## src/hdl/dapi_pkg.sv

```systemverilog
// shared types and constants of the decimal text to integer parser
`timescale 1ns / 1ps

package dapi_pkg;

  // character code and position counter widths
  localparam int CHAR_W = 8;
  localparam int POS_W  = 8;

  // magnitude never exceeds 2^31 - 1, so 31 bits hold it
  localparam int MAG_W   = 31;
  localparam int VALUE_W = 32;

  localparam int MAX_CHARS_DEF = 255;

  localparam logic [MAG_W-1:0] LIMIT_MAG = 31'h7fff_ffff;

  localparam logic [CHAR_W-1:0] CHAR_MINUS = 8'h2d;
  localparam logic [CHAR_W-1:0] CHAR_DOT   = 8'h2e;
  localparam logic [CHAR_W-1:0] CHAR_ZERO  = 8'h30;
  localparam logic [CHAR_W-1:0] CHAR_NINE  = 8'h39;

  typedef enum logic [1:0] {
    STATUS_OK  = 2'd0,
    STATUS_NAN = 2'd1,
    STATUS_OVF = 2'd2
  } status_t;

  typedef struct packed {
    logic [CHAR_W-1:0] char_code;
    logic              last_char;
  } char_req_t;

  typedef struct packed {
    logic signed [VALUE_W-1:0] value;
    status_t                   status;
  } result_t;

endpackage

```

## src/hdl/dapi_in_reg.sv

```systemverilog
// input register stage of the parser
`timescale 1ns / 1ps

module dapi_in_reg
  import dapi_pkg::*;
(
  input  logic      clk,
  input  logic      rst,
  input  logic      char_valid,
  output logic      char_stall,
  input  char_req_t char_req,
  input  logic      advance,
  output logic      held_valid,
  output char_req_t held_req
);

  logic      valid;
  char_req_t req;
  logic      accept;

  // stage is freed in the same cycle it advances
  assign char_stall = valid & ~advance;
  assign accept     = char_valid & ~char_stall;

  always_ff @(posedge clk) begin
    if (rst) begin
      valid <= 1'b0;
    end else if (accept) begin
      valid <= 1'b1;
    end else if (advance) begin
      valid <= 1'b0;
    end
  end

  always_ff @(posedge clk) begin
    if (accept) begin
      req <= char_req;
    end
  end

  assign held_valid = valid;
  assign held_req   = req;

endmodule

```

## src/hdl/dapi_core.sv

```systemverilog
// parse state registers and per-character update logic
`timescale 1ns / 1ps

module dapi_core
  import dapi_pkg::*;
#(
  parameter int MAX_CHARS = MAX_CHARS_DEF
) (
  input  logic      clk,
  input  logic      rst,
  input  logic      fire,
  input  char_req_t req,
  output result_t   result
);

  localparam logic [POS_W-1:0] POS_LIMIT = POS_W'(MAX_CHARS);

  logic [MAG_W-1:0] magnitude_acc, magnitude_acc_next;
  logic             negative_flag, negative_flag_next;
  logic [POS_W-1:0] char_position, char_position_next;
  logic             seen_dot, seen_dot_next;
  status_t          error_code, error_code_next;

  logic             take;
  logic [3:0]       digit;
  logic [MAG_W+3:0] mag_x10;
  logic [MAG_W+3:0] mag_sum;
  logic [VALUE_W-1:0] mag_ext;

  assign take    = (char_position < POS_LIMIT);
  assign digit   = 4'(req.char_code - CHAR_ZERO);
  assign mag_x10 = {1'b0, magnitude_acc, 3'b000} + {3'b000, magnitude_acc, 1'b0};
  assign mag_sum = mag_x10 + {{MAG_W{1'b0}}, digit};

  always_comb begin
    magnitude_acc_next = magnitude_acc;
    negative_flag_next = negative_flag;
    char_position_next = char_position;
    seen_dot_next      = seen_dot;
    error_code_next    = error_code;
    if (take) begin
      char_position_next = char_position + POS_W'(1);
      if (req.char_code == CHAR_MINUS && char_position == '0) begin
        negative_flag_next = 1'b1;
      end else if (req.char_code == CHAR_DOT) begin
        if (seen_dot) begin
          error_code_next = STATUS_NAN;
        end
        seen_dot_next = 1'b1;
      end else if (req.char_code inside {[CHAR_ZERO:CHAR_NINE]}) begin
        if (seen_dot) begin
          if (req.char_code != CHAR_ZERO) begin
            error_code_next = STATUS_NAN;
          end
        end else if (error_code == STATUS_OK) begin
          // true magnitude check on the widened product
          if (mag_sum > {4'b0000, LIMIT_MAG}) begin
            error_code_next = STATUS_OVF;
          end else begin
            magnitude_acc_next = mag_sum[MAG_W-1:0];
          end
        end
      end else begin
        error_code_next = STATUS_NAN;
      end
    end
  end

  // result built from the state after this character
  always_comb begin
    mag_ext       = {1'b0, magnitude_acc_next};
    result.status = error_code_next;
    if (error_code_next != STATUS_OK) begin
      result.value = '0;
    end else if (negative_flag_next) begin
      result.value = VALUE_W'(-mag_ext);
    end else begin
      result.value = mag_ext;
    end
  end

  always_ff @(posedge clk) begin
    if (rst || (fire && req.last_char)) begin
      magnitude_acc <= '0;
      negative_flag <= 1'b0;
      char_position <= '0;
      seen_dot      <= 1'b0;
      error_code    <= STATUS_OK;
    end else if (fire) begin
      magnitude_acc <= magnitude_acc_next;
      negative_flag <= negative_flag_next;
      char_position <= char_position_next;
      seen_dot      <= seen_dot_next;
      error_code    <= error_code_next;
    end
  end

  ap_pos_bound: assert property (@(posedge clk) disable iff (rst)
    char_position <= POS_LIMIT)
    else $error("char position ran past limit");

  ap_ovf_freeze: assert property (@(posedge clk) disable iff (rst)
    (error_code != STATUS_OK) |=> $stable(magnitude_acc) || $past(fire && req.last_char))
    else $error("magnitude changed after error");

endmodule

```

## src/hdl/dapi_out_reg.sv

```systemverilog
// result register of the parser
`timescale 1ns / 1ps

module dapi_out_reg
  import dapi_pkg::*;
(
  input  logic    clk,
  input  logic    rst,
  input  logic    load,
  input  result_t result_in,
  output logic    free,
  output logic    result_valid,
  input  logic    result_stall,
  output result_t result_out
);

  logic    valid;
  result_t data;

  assign free = ~valid | ~result_stall;

  always_ff @(posedge clk) begin
    if (rst) begin
      valid <= 1'b0;
    end else if (load) begin
      valid <= 1'b1;
    end else if (!result_stall) begin
      valid <= 1'b0;
    end
  end

  always_ff @(posedge clk) begin
    if (load) begin
      data <= result_in;
    end
  end

  assign result_valid = valid;
  assign result_out   = data;

endmodule

```

## src/hdl/decimal_ascii_to_int_parser_unit.sv

```systemverilog
// top level of the decimal text to signed integer parser
`timescale 1ns / 1ps

// streaming parser of signed decimal text: one ascii character per request,
// last_char marks the end of a string and produces one result (parsed_value
// and parse_status: ok, not a number, overflow); other characters produce
// none. a new character is taken every cycle unless char_stall holds it:
// an accepted character goes through the input register, then through the
// digit update (a x10 shift-add, digit add and limit compare) into the
// result register. the result register frees the input side, so only a
// final character waits while an older result is stalled. magnitudes above
// 2147483647, including "-2147483648", give overflow; characters past
// MAX_CHARS are ignored but a last mark still ends the string.

module decimal_ascii_to_int_parser_unit
  import dapi_pkg::*;
#(
  parameter int MAX_CHARS = MAX_CHARS_DEF
) (
  input  logic                      clk,
  input  logic                      rst,
  // character request channel
  input  logic                      char_valid,
  output logic                      char_stall,
  input  logic [CHAR_W-1:0]         char_code,
  input  logic                      last_char,
  // result channel
  output logic                      result_valid,
  input  logic                      result_stall,
  output logic signed [VALUE_W-1:0] parsed_value,
  output logic [1:0]                parse_status
);

  char_req_t in_req;
  char_req_t held_req;
  logic      held_valid;
  logic      out_free;
  logic      fire;
  logic      load;
  result_t   core_result;
  result_t   out_result;

  assign in_req.char_code = char_code;
  assign in_req.last_char = last_char;

  // a final character needs room in the result register, others never wait
  assign fire = held_valid & (~held_req.last_char | out_free);
  assign load = fire & held_req.last_char;

  dapi_in_reg u_in_reg (
    .clk        (clk),
    .rst        (rst),
    .char_valid (char_valid),
    .char_stall (char_stall),
    .char_req   (in_req),
    .advance    (fire),
    .held_valid (held_valid),
    .held_req   (held_req)
  );

  dapi_core #(
    .MAX_CHARS (MAX_CHARS)
  ) u_core (
    .clk    (clk),
    .rst    (rst),
    .fire   (fire),
    .req    (held_req),
    .result (core_result)
  );

  dapi_out_reg u_out_reg (
    .clk          (clk),
    .rst          (rst),
    .load         (load),
    .result_in    (core_result),
    .free         (out_free),
    .result_valid (result_valid),
    .result_stall (result_stall),
    .result_out   (out_result)
  );

  assign parsed_value = out_result.value;
  assign parse_status = out_result.status;

  // error results always carry a zero value
  ap_err_zero: assert property (@(posedge clk) disable iff (rst)
    (result_valid && parse_status != STATUS_OK) |-> (parsed_value == '0))
    else $error("error result with nonzero value");

  // most negative value is never reachable
  ap_no_min: assert property (@(posedge clk) disable iff (rst)
    result_valid |-> (parsed_value != {1'b1, {(VALUE_W-1){1'b0}}}))
    else $error("most negative value produced");

  // input side only stalls on a waiting final character
  ap_stall_cause: assert property (@(posedge clk) disable iff (rst)
    char_stall |-> (held_valid && held_req.last_char && result_valid && result_stall))
    else $error("input stalled without cause");

endmodule
```

## config.mk

```make
export PLATFORM = sky130hd
export DESIGN_NAME = decimal_ascii_to_int_parser_unit
export DESIGN_NICKNAME = d
export VERILOG_FILES = /design/src/hdl/dapi_pkg.sv /design/src/hdl/dapi_in_reg.sv /design/src/hdl/dapi_core.sv /design/src/hdl/dapi_out_reg.sv /design/src/hdl/decimal_ascii_to_int_parser_unit.sv
export SDC_FILE = /design/constraint.sdc
export NUM_CORES = 1
export LEC_CHECK = 0
export ABC_AREA = 1
export ABC_CLOCK_PERIOD_IN_PS = 6200
export CAP_MARGIN = 20
export CORE_ASPECT_RATIO = 0.9
export CORE_UTILIZATION = 50
export CTS_BUF_LIST = sky130_fd_sc_hd__clkbuf_8
export CTS_CLUSTER_DIAMETER = 200
export DETAILED_ROUTE_END_ITERATION = 8
export DONT_BUFFER_PORTS = 1
export GPL_ROUTABILITY_DRIVEN = 0
export GPL_TIMING_DRIVEN = 1
export PLACE_DENSITY = 0.62
export SYNTH_ARGS = -nofsm -noshare
export SYNTH_HDL_FRONTEND = slang
export SYNTH_SLANG_ARGS = --single-unit
```

## constraint.sdc

```tcl
create_clock -name clk -period 6.2 [get_ports clk]
set_input_delay 1.24 -clock clk [delete_from_list [all_inputs] [get_ports clk]]
set_output_delay 1.24 -clock clk [all_outputs]
set_load 0.005 [all_outputs]
```

Word level (Yosys, flattened, before mapping)
Index checks and enable logic that the tools add are counted.
{"block": "totals", "out_inout_bits": 36, "ff_bits": 88}
{"block": "op_classes", "n_reduce_logical": 11, "magnitude_cmp": 4, "n_mux": 23, "n_addsub": 5, "bitwise": 13, "eq_ne": 4}
{"cell": "$mux W31", "n": 8}
{"cell": "$add A34 B32 Y35", "n": 1}
{"cell": "$add A35 B4 Y35", "n": 1}
{"cell": "$gt A35 B31 Y1 const B", "n": 1}
{"cell": "$neg A31 Y32", "n": 1}
{"cell": "$mux W2", "n": 9}
{"cell": "$eq A8 B6 Y1 const B", "n": 2}
{"cell": "$add A8 B1 Y8 const B", "n": 1}
{"cell": "$ge A8 B6 Y1 const B", "n": 1}
{"cell": "$le A8 B6 Y1 const B", "n": 1}
{"cell": "$logic_not A8 Y1", "n": 1}
{"cell": "$lt A8 B8 Y1 const B", "n": 1}
{"cell": "$ne A8 B6 Y1 const B", "n": 1}
{"cell": "$not A1 Y1", "n": 7}
{"cell": "$mux W1", "n": 6}
{"cell": "$and A1 B1 Y1", "n": 4}
{"cell": "$reduce_and A4 Y1", "n": 1}
{"cell": "$reduce_bool A2 Y1", "n": 2}
{"cell": "$sub A4 B1 Y4 const B", "n": 1}
{"cell": "$logic_and A1 B1 Y1", "n": 3}
{"cell": "$logic_not A2 Y1", "n": 1}
{"cell": "$ne A2 B1 Y1 const B", "n": 1}
{"cell": "$or A1 B1 Y1", "n": 2}
{"cell": "$reduce_and A2 Y1", "n": 1}
{"cell": "2 further kinds", "n": 2}

Logic depth before layout (Yosys ltp)
{"block": "depth", "depth_word": 12, "mapped_depth": 31, "mapped_depth_nobuf": 30}

Modules after synthesis
From an unflattened synthesis, not the netlist that was laid out.
{"block": "unflattened", "hier_cells": 996, "area_unflattened_um2": 7149.4}
{"module": "dapi_core", "area_each_um2": 5748.0, "seq_area_each_um2": 860.8, "cells_each": 937, "n_inst": 1}
{"module": "dapi_out_reg", "area_each_um2": 1059.8, "seq_area_each_um2": 1041.0, "cells_each": 38, "n_inst": 1}
{"module": "dapi_in_reg", "area_each_um2": 316.6, "seq_area_each_um2": 290.3, "cells_each": 16, "n_inst": 1}
{"module": "decimal_ascii_to_int_parser_unit", "area_each_um2": 25.0, "seq_area_each_um2": 0.0, "cells_each": 5, "n_inst": 1}

Worst setup path after synthesis
No wires, ideal clock.
{"block": "synth_timing", "path_kind": "reg-to-reg", "startpoint": "register u_in_reg.held_req[4] (netlist name)", "endpoint": "register u_out_reg.data, in the netlist u_out_reg.result_out[32] (data pin)", "arrival_ps": 3644, "path_slack_ps": 2301, "required_ps": 5945, "stages_incl_launch_ff": 31, "period_less_slack_ps": 3899, "setup_time_ps": 255, "cell_sequence": "edfxtp_1 > inv_1 > fa_1 > inv_1 > ha_1 > nand2_1 > nand2_1 > nand3b_1 > nand2_1 > nand2_1 > nand2_2 > nand2_1 > nand2_1 > nand2_1 > nand2_2 > nor2_4 > nand3_4 > buf_6 > nand2_1 > o21ai_1 > inv_2 > ha_1 > nand3_2 > nor2_2 > nand2_2 > nor2_4 > nand4_1 > nand2_1 > nand3_1 > nand2_1 > nor2_1"}
{"block": "synth_between", "elab_chain_cells": 12, "elab_cells_between_ends": 30}
{"item": "$sub A4 B1 Y4", "line": "dapi_core.sv:31", "text": "assign digit = 4'(req.char_code - CHAR_ZERO);"}
{"item": "$add A35 B4 Y35", "line": "dapi_core.sv:33", "text": "assign mag_sum = mag_x10 + {{MAG_W{1'b0}}, digit};"}
{"item": "$gt A35 B31 Y1", "line": "dapi_core.sv:57", "text": "if (mag_sum > {4'b0000, LIMIT_MAG}) begin"}
{"item": "$mux W31", "line": "dapi_core.sv:57"}
{"item": "$mux W31", "line": "dapi_core.sv:55", "text": "end else if (error_code == STATUS_OK) begin"}
{"item": "$mux W31", "line": "dapi_core.sv:51", "text": "if (seen_dot) begin"}
{"item": "$mux W31", "line": "dapi_core.sv:50", "text": "end else if (req.char_code inside {[CHAR_ZERO:CHAR_NINE]}) begin"}
{"item": "$mux W31", "line": "dapi_core.sv:45", "text": "end else if (req.char_code == CHAR_DOT) begin"}
{"item": "$mux W31", "line": "dapi_core.sv:43", "text": "if (req.char_code == CHAR_MINUS && char_position == '0) begin"}
{"item": "$mux W31", "line": "dapi_core.sv:41", "text": "if (take) begin"}
{"item": "$neg A31 Y32", "line": "dapi_core.sv:76", "text": "result.value = VALUE_W'(-mag_ext);"}
{"item": "$mux W31", "line": "dapi_core.sv:75", "text": "end else if (negative_flag_next) begin"}
{"item": "end signal, assigned", "line": "dapi_out_reg.sv:34", "text": "data <= result_in;"}
{"item": "end, declared", "line": "dapi_out_reg.sv:18", "text": "result_t data;"}
Parallel ways exist; a longest one is shown, timed or not.
A chain may end at the register's enable or synchronous reset.

Worst setup path in the final report
{"block": "layout_timing", "startpoint": "register u_in_reg.held_req[4] (netlist name)", "endpoint": "register u_out_reg.data, in the netlist u_out_reg.result_out[32] (data pin)"}
{"block": "layout_between", "elab_chain_cells": 12, "elab_cells_between_ends": 30}
{"item": "$sub A4 B1 Y4", "line": "dapi_core.sv:31"}
{"item": "$add A35 B4 Y35", "line": "dapi_core.sv:33"}
{"item": "$gt A35 B31 Y1", "line": "dapi_core.sv:57"}
{"item": "$mux W31", "line": "dapi_core.sv:57"}
{"item": "$mux W31", "line": "dapi_core.sv:55"}
{"item": "$mux W31", "line": "dapi_core.sv:51"}
{"item": "$mux W31", "line": "dapi_core.sv:50"}
{"item": "$mux W31", "line": "dapi_core.sv:45"}
{"item": "$mux W31", "line": "dapi_core.sv:43"}
{"item": "$mux W31", "line": "dapi_core.sv:41"}
{"item": "$neg A31 Y32", "line": "dapi_core.sv:76"}
{"item": "$mux W31", "line": "dapi_core.sv:75"}
Parallel ways exist; a longest one is shown, timed or not.

==> metrics.md <==
| Metric | Value |
|---|---|
| Worst path slowest cell | fa_1 |
| Grt met1 use | 39.5% |
| Clock latency on the worst-skew pair | 0.38 ns |
| Clock skew | 0.0208 ns |
| Hold Path Class | register to register |
| Number of flops mapped to enable cells by yosys | 43 |
| Met3 global-route usage | 3.66% |
| Post-CTS Hold Buffers | 0 |
| Vias per inst | 5.25 |
| Critical path launch point type | register |
| Area growth, synth to finish | 3.98% |
| PD cells | 177 nW/µm² |
| # IOs | 49 |
| Cts bufs inserted | 9 |
| Met2 Use GR | 36.1% |
| N_diodes | 0 |
| Starting Density | 51.5% |
| Drt wl/cell | 14.6 µm |
| TritonCTS sink count | 88 |
| Final WL | 18.1 mm |
| Status | finished clean |
| Final Hold Fails | 0 |
| # setup viols final | 0 |
| Most frequent cell after synthesis | nand2_1 |
| Commonest cells in the synthesized netlist | nand2_1, inv_1, nor2_1 |
| Worst vdd ir | 111 µV |
| Cell Area, Synth | 7260 µm² |
| FF/Latch Area | 2190 µm² |
| Final setup margin | 1.26 ns |
| Number of global-route vias before repair | 5776 |
| Root Driver | clkbuf_8 |
| DR iter-0 viols | 566 |
| Register area share after synthesis | 30.2% |
| Post-route DRC | 0 |
| Fin crit share | 79.7% |
| Standard-cell row count | 41 |
| Number of cells on the worst reg-to-reg path | 29 |
| DR pass1 iterations | 8 |
| # H-tree levels | 3 |
| Final max-slew violation count | 0 |
| Mean Syn Cell Area | 6.90 µm² |
| Worst Setup End Kind | register |
| Crit-path max cell delay | 0.60 ns |
| Pleak | 3.90 nW |
| Largest net degree at the start of global routing | 62 |
| Post-DP HPWL | 14.4 mm |
| First-pass GRT wire length | 29.6 mm |
| Crit-path max FO | 36 |
| DR vias | 6502 |
| Main synth FF type | dfxtp_1 |
| CP arrival | 5.08 ns |
| Die area | 15000 µm² |
| Leading post-synthesis cells by cell area | edfxtp_1, nand2_1, dfxtp_1, ha_1, inv_1 |
| Min Tclk post-route | 4.94 ns |
| DP Worst Slack | 1.27 ns |
| Hold_sp | u_core.seen_dot |
| Worst-path clk slew | 0.09 ns |
| R2r setup slk | 1.26 ns |
| Ys async rst share | 0% |
| DRT antenna net count | 0 |
| Critical R2R Launch | u_in_reg.held_req[4] |
| CP dominant cell by count | nand2_1 |
| Utilization after layout | 53.5% |
| Worst Path Required | 6.34 ns |
| CORE AREA | 14100 µm² |
| Max Root-Sink Buffers | 2 |
| Final net count | 1121 |
| PortBufs | 0 |
| Crit path launch | u_in_reg.held_req[4] |
| Max Cap Viol | 0 |
| Overall Global Routing Usage | 25.6% |
| Post-CTS Setup Bufs | 0 |
| Setup Crit Path Kind | register to register |
| Yosys warnings | 0 |
| Syn nets | 1131 |
| RSZ-0062 raised after global routing | no |
| Layout cells sized above 1 | 7.55% |
| Max_slew headroom | 33.9% |
| Design Power | 1.34 mW |
| Cells after synthesis | 1052 |
| Die Wd | 129 µm |
| Final instance area | 7550 µm² |
| Initial antenna violation count | 0 |
| Highest clock rate | 202 MHz |
| Post-CTS Resized | 0 |
| GRT Residual Overflow | 0 |
| Setup TNS Final | 0 ns |
| Die H | 116 µm |
| Area fraction of the dominant cell type after synthesis | 17.8% |
| FILL cells | 1409 |
| FF+latch count, synth | 88 |
| Termination of the worst setup path | u_out_reg.result_out[32] |
| Gr busiest metal | met1 |
| Number of distinct library cells after synthesis | 47 |
| Area of the multi-input gates | 4330 µm² |
| Cell taking the most area after synthesis | edfxtp_1 |
| Placed Area | 7380 µm² |
| Reg2Reg Capture Point | u_out_reg.result_out[32] |
| CTS tree | done |
| Slew @ Worst Pin | 0.991 ns |
## worst min path at each step
stage,slack [ns],cells after the start,endpoint
5_1_grt,0.52,2,u_core.seen_dot
4_1_cts,0.50,2,u_core.seen_dot
3_5_place_dp,0.49,2,u_core.seen_dot
2_1_floorplan,0.46,2,u_core.seen_dot
3_3_place_gp,0.48,2,u_core.seen_dot
6_report,0.49,2,u_core.seen_dot
## final cells by class
| cell class | instances | share of cell area [%] |
|---|---|---|
| multi-input combinational | 782 | 57.4 |
| tap | 193 | 3.20 |
| clock inverter | 6 | 0.580 |
| inverter | 157 | 7.80 |
| timing repair buffer | 4 | 0.398 |
| clock buffer | 9 | 1.64 |
| sequential | 88 | 29.0 |
## critical path: cells and delay by family (launching register included)
family | cells | cell delay, ns
and+or+nand+nor | 22 | 2.85
DFF | 1 | 0.41
buffers and inverters | 3 | 0.27
AOI/OAI and AO/OA | 1 | 0.11
adders and majority gates | 3 | 1.07
## state kept, by name (all words and copies together), names as in the netlist
register                flops
u_core.char_position        8
u_core.error_code           2
u_core.magnitude_acc       31
u_core.negative_flag        1
u_core.seen_dot             1
u_in_reg.held_req           9
u_in_reg.held_valid         1
u_out_reg.result_out       34
u_out_reg.result_valid      1
## power breakdown
part	internal [mW]	switching (mW)	total (mW)	leakage (nW)
clock network	0.145	0.216	0.362	0.0859
logic	0.104	0.223	0.326	3.00
registers	0.629	0.0231	0.652	0.808
## layer usage
metal | up-vias | share of wire [%]
li1 | 3436 | -
met1 | 2835 | 53
met2 | 208 | 39
met3 | 23 | 5.9
met4 | 0 | 1.9
met5 | - | 0
## cell usage in the layout (no fill, tap or decap), types with 10 or more instances in the layout
| cell | instances |
|---|---|
| nor3_1 | 13 |
| o21ai_1 | 10 |
| dfxtp_1 | 45 |
| a21oi_1 | 83 |
| nand2_1 | 289 |
| inv_1 | 148 |
| o21ai_0 | 52 |
| ha_1 | 64 |
| edfxtp_1 | 43 |
| nor2_1 | 91 |
| xnor2_1 | 16 |
| nand3_1 | 32 |
| nand4_1 | 38 |
| nand2_2 | 22 |
## per-stage QoR
step	hold WS [ns]	cells
global placement	0.483	1224
finish	0.494	1239
detailed placement	0.485	1224
floorplan	0.456	1052
global route	0.521	1239
CTS	0.497	1239
## kinds of logic after synthesis
logic type / after synthesis / synth area share [%]
AND/OR/NAND/NOR: 523 / 32.4
AO/OA/AOI/OAI: 169 / 12.8
flip-flops: 88 / 30.2
buffers and inverters: 182 / 10.2
XOR/XNOR: 24 / 2.89
adder cells (fa/ha/maj): 66 / 11.6
Power figures use the tool's default switching activity.
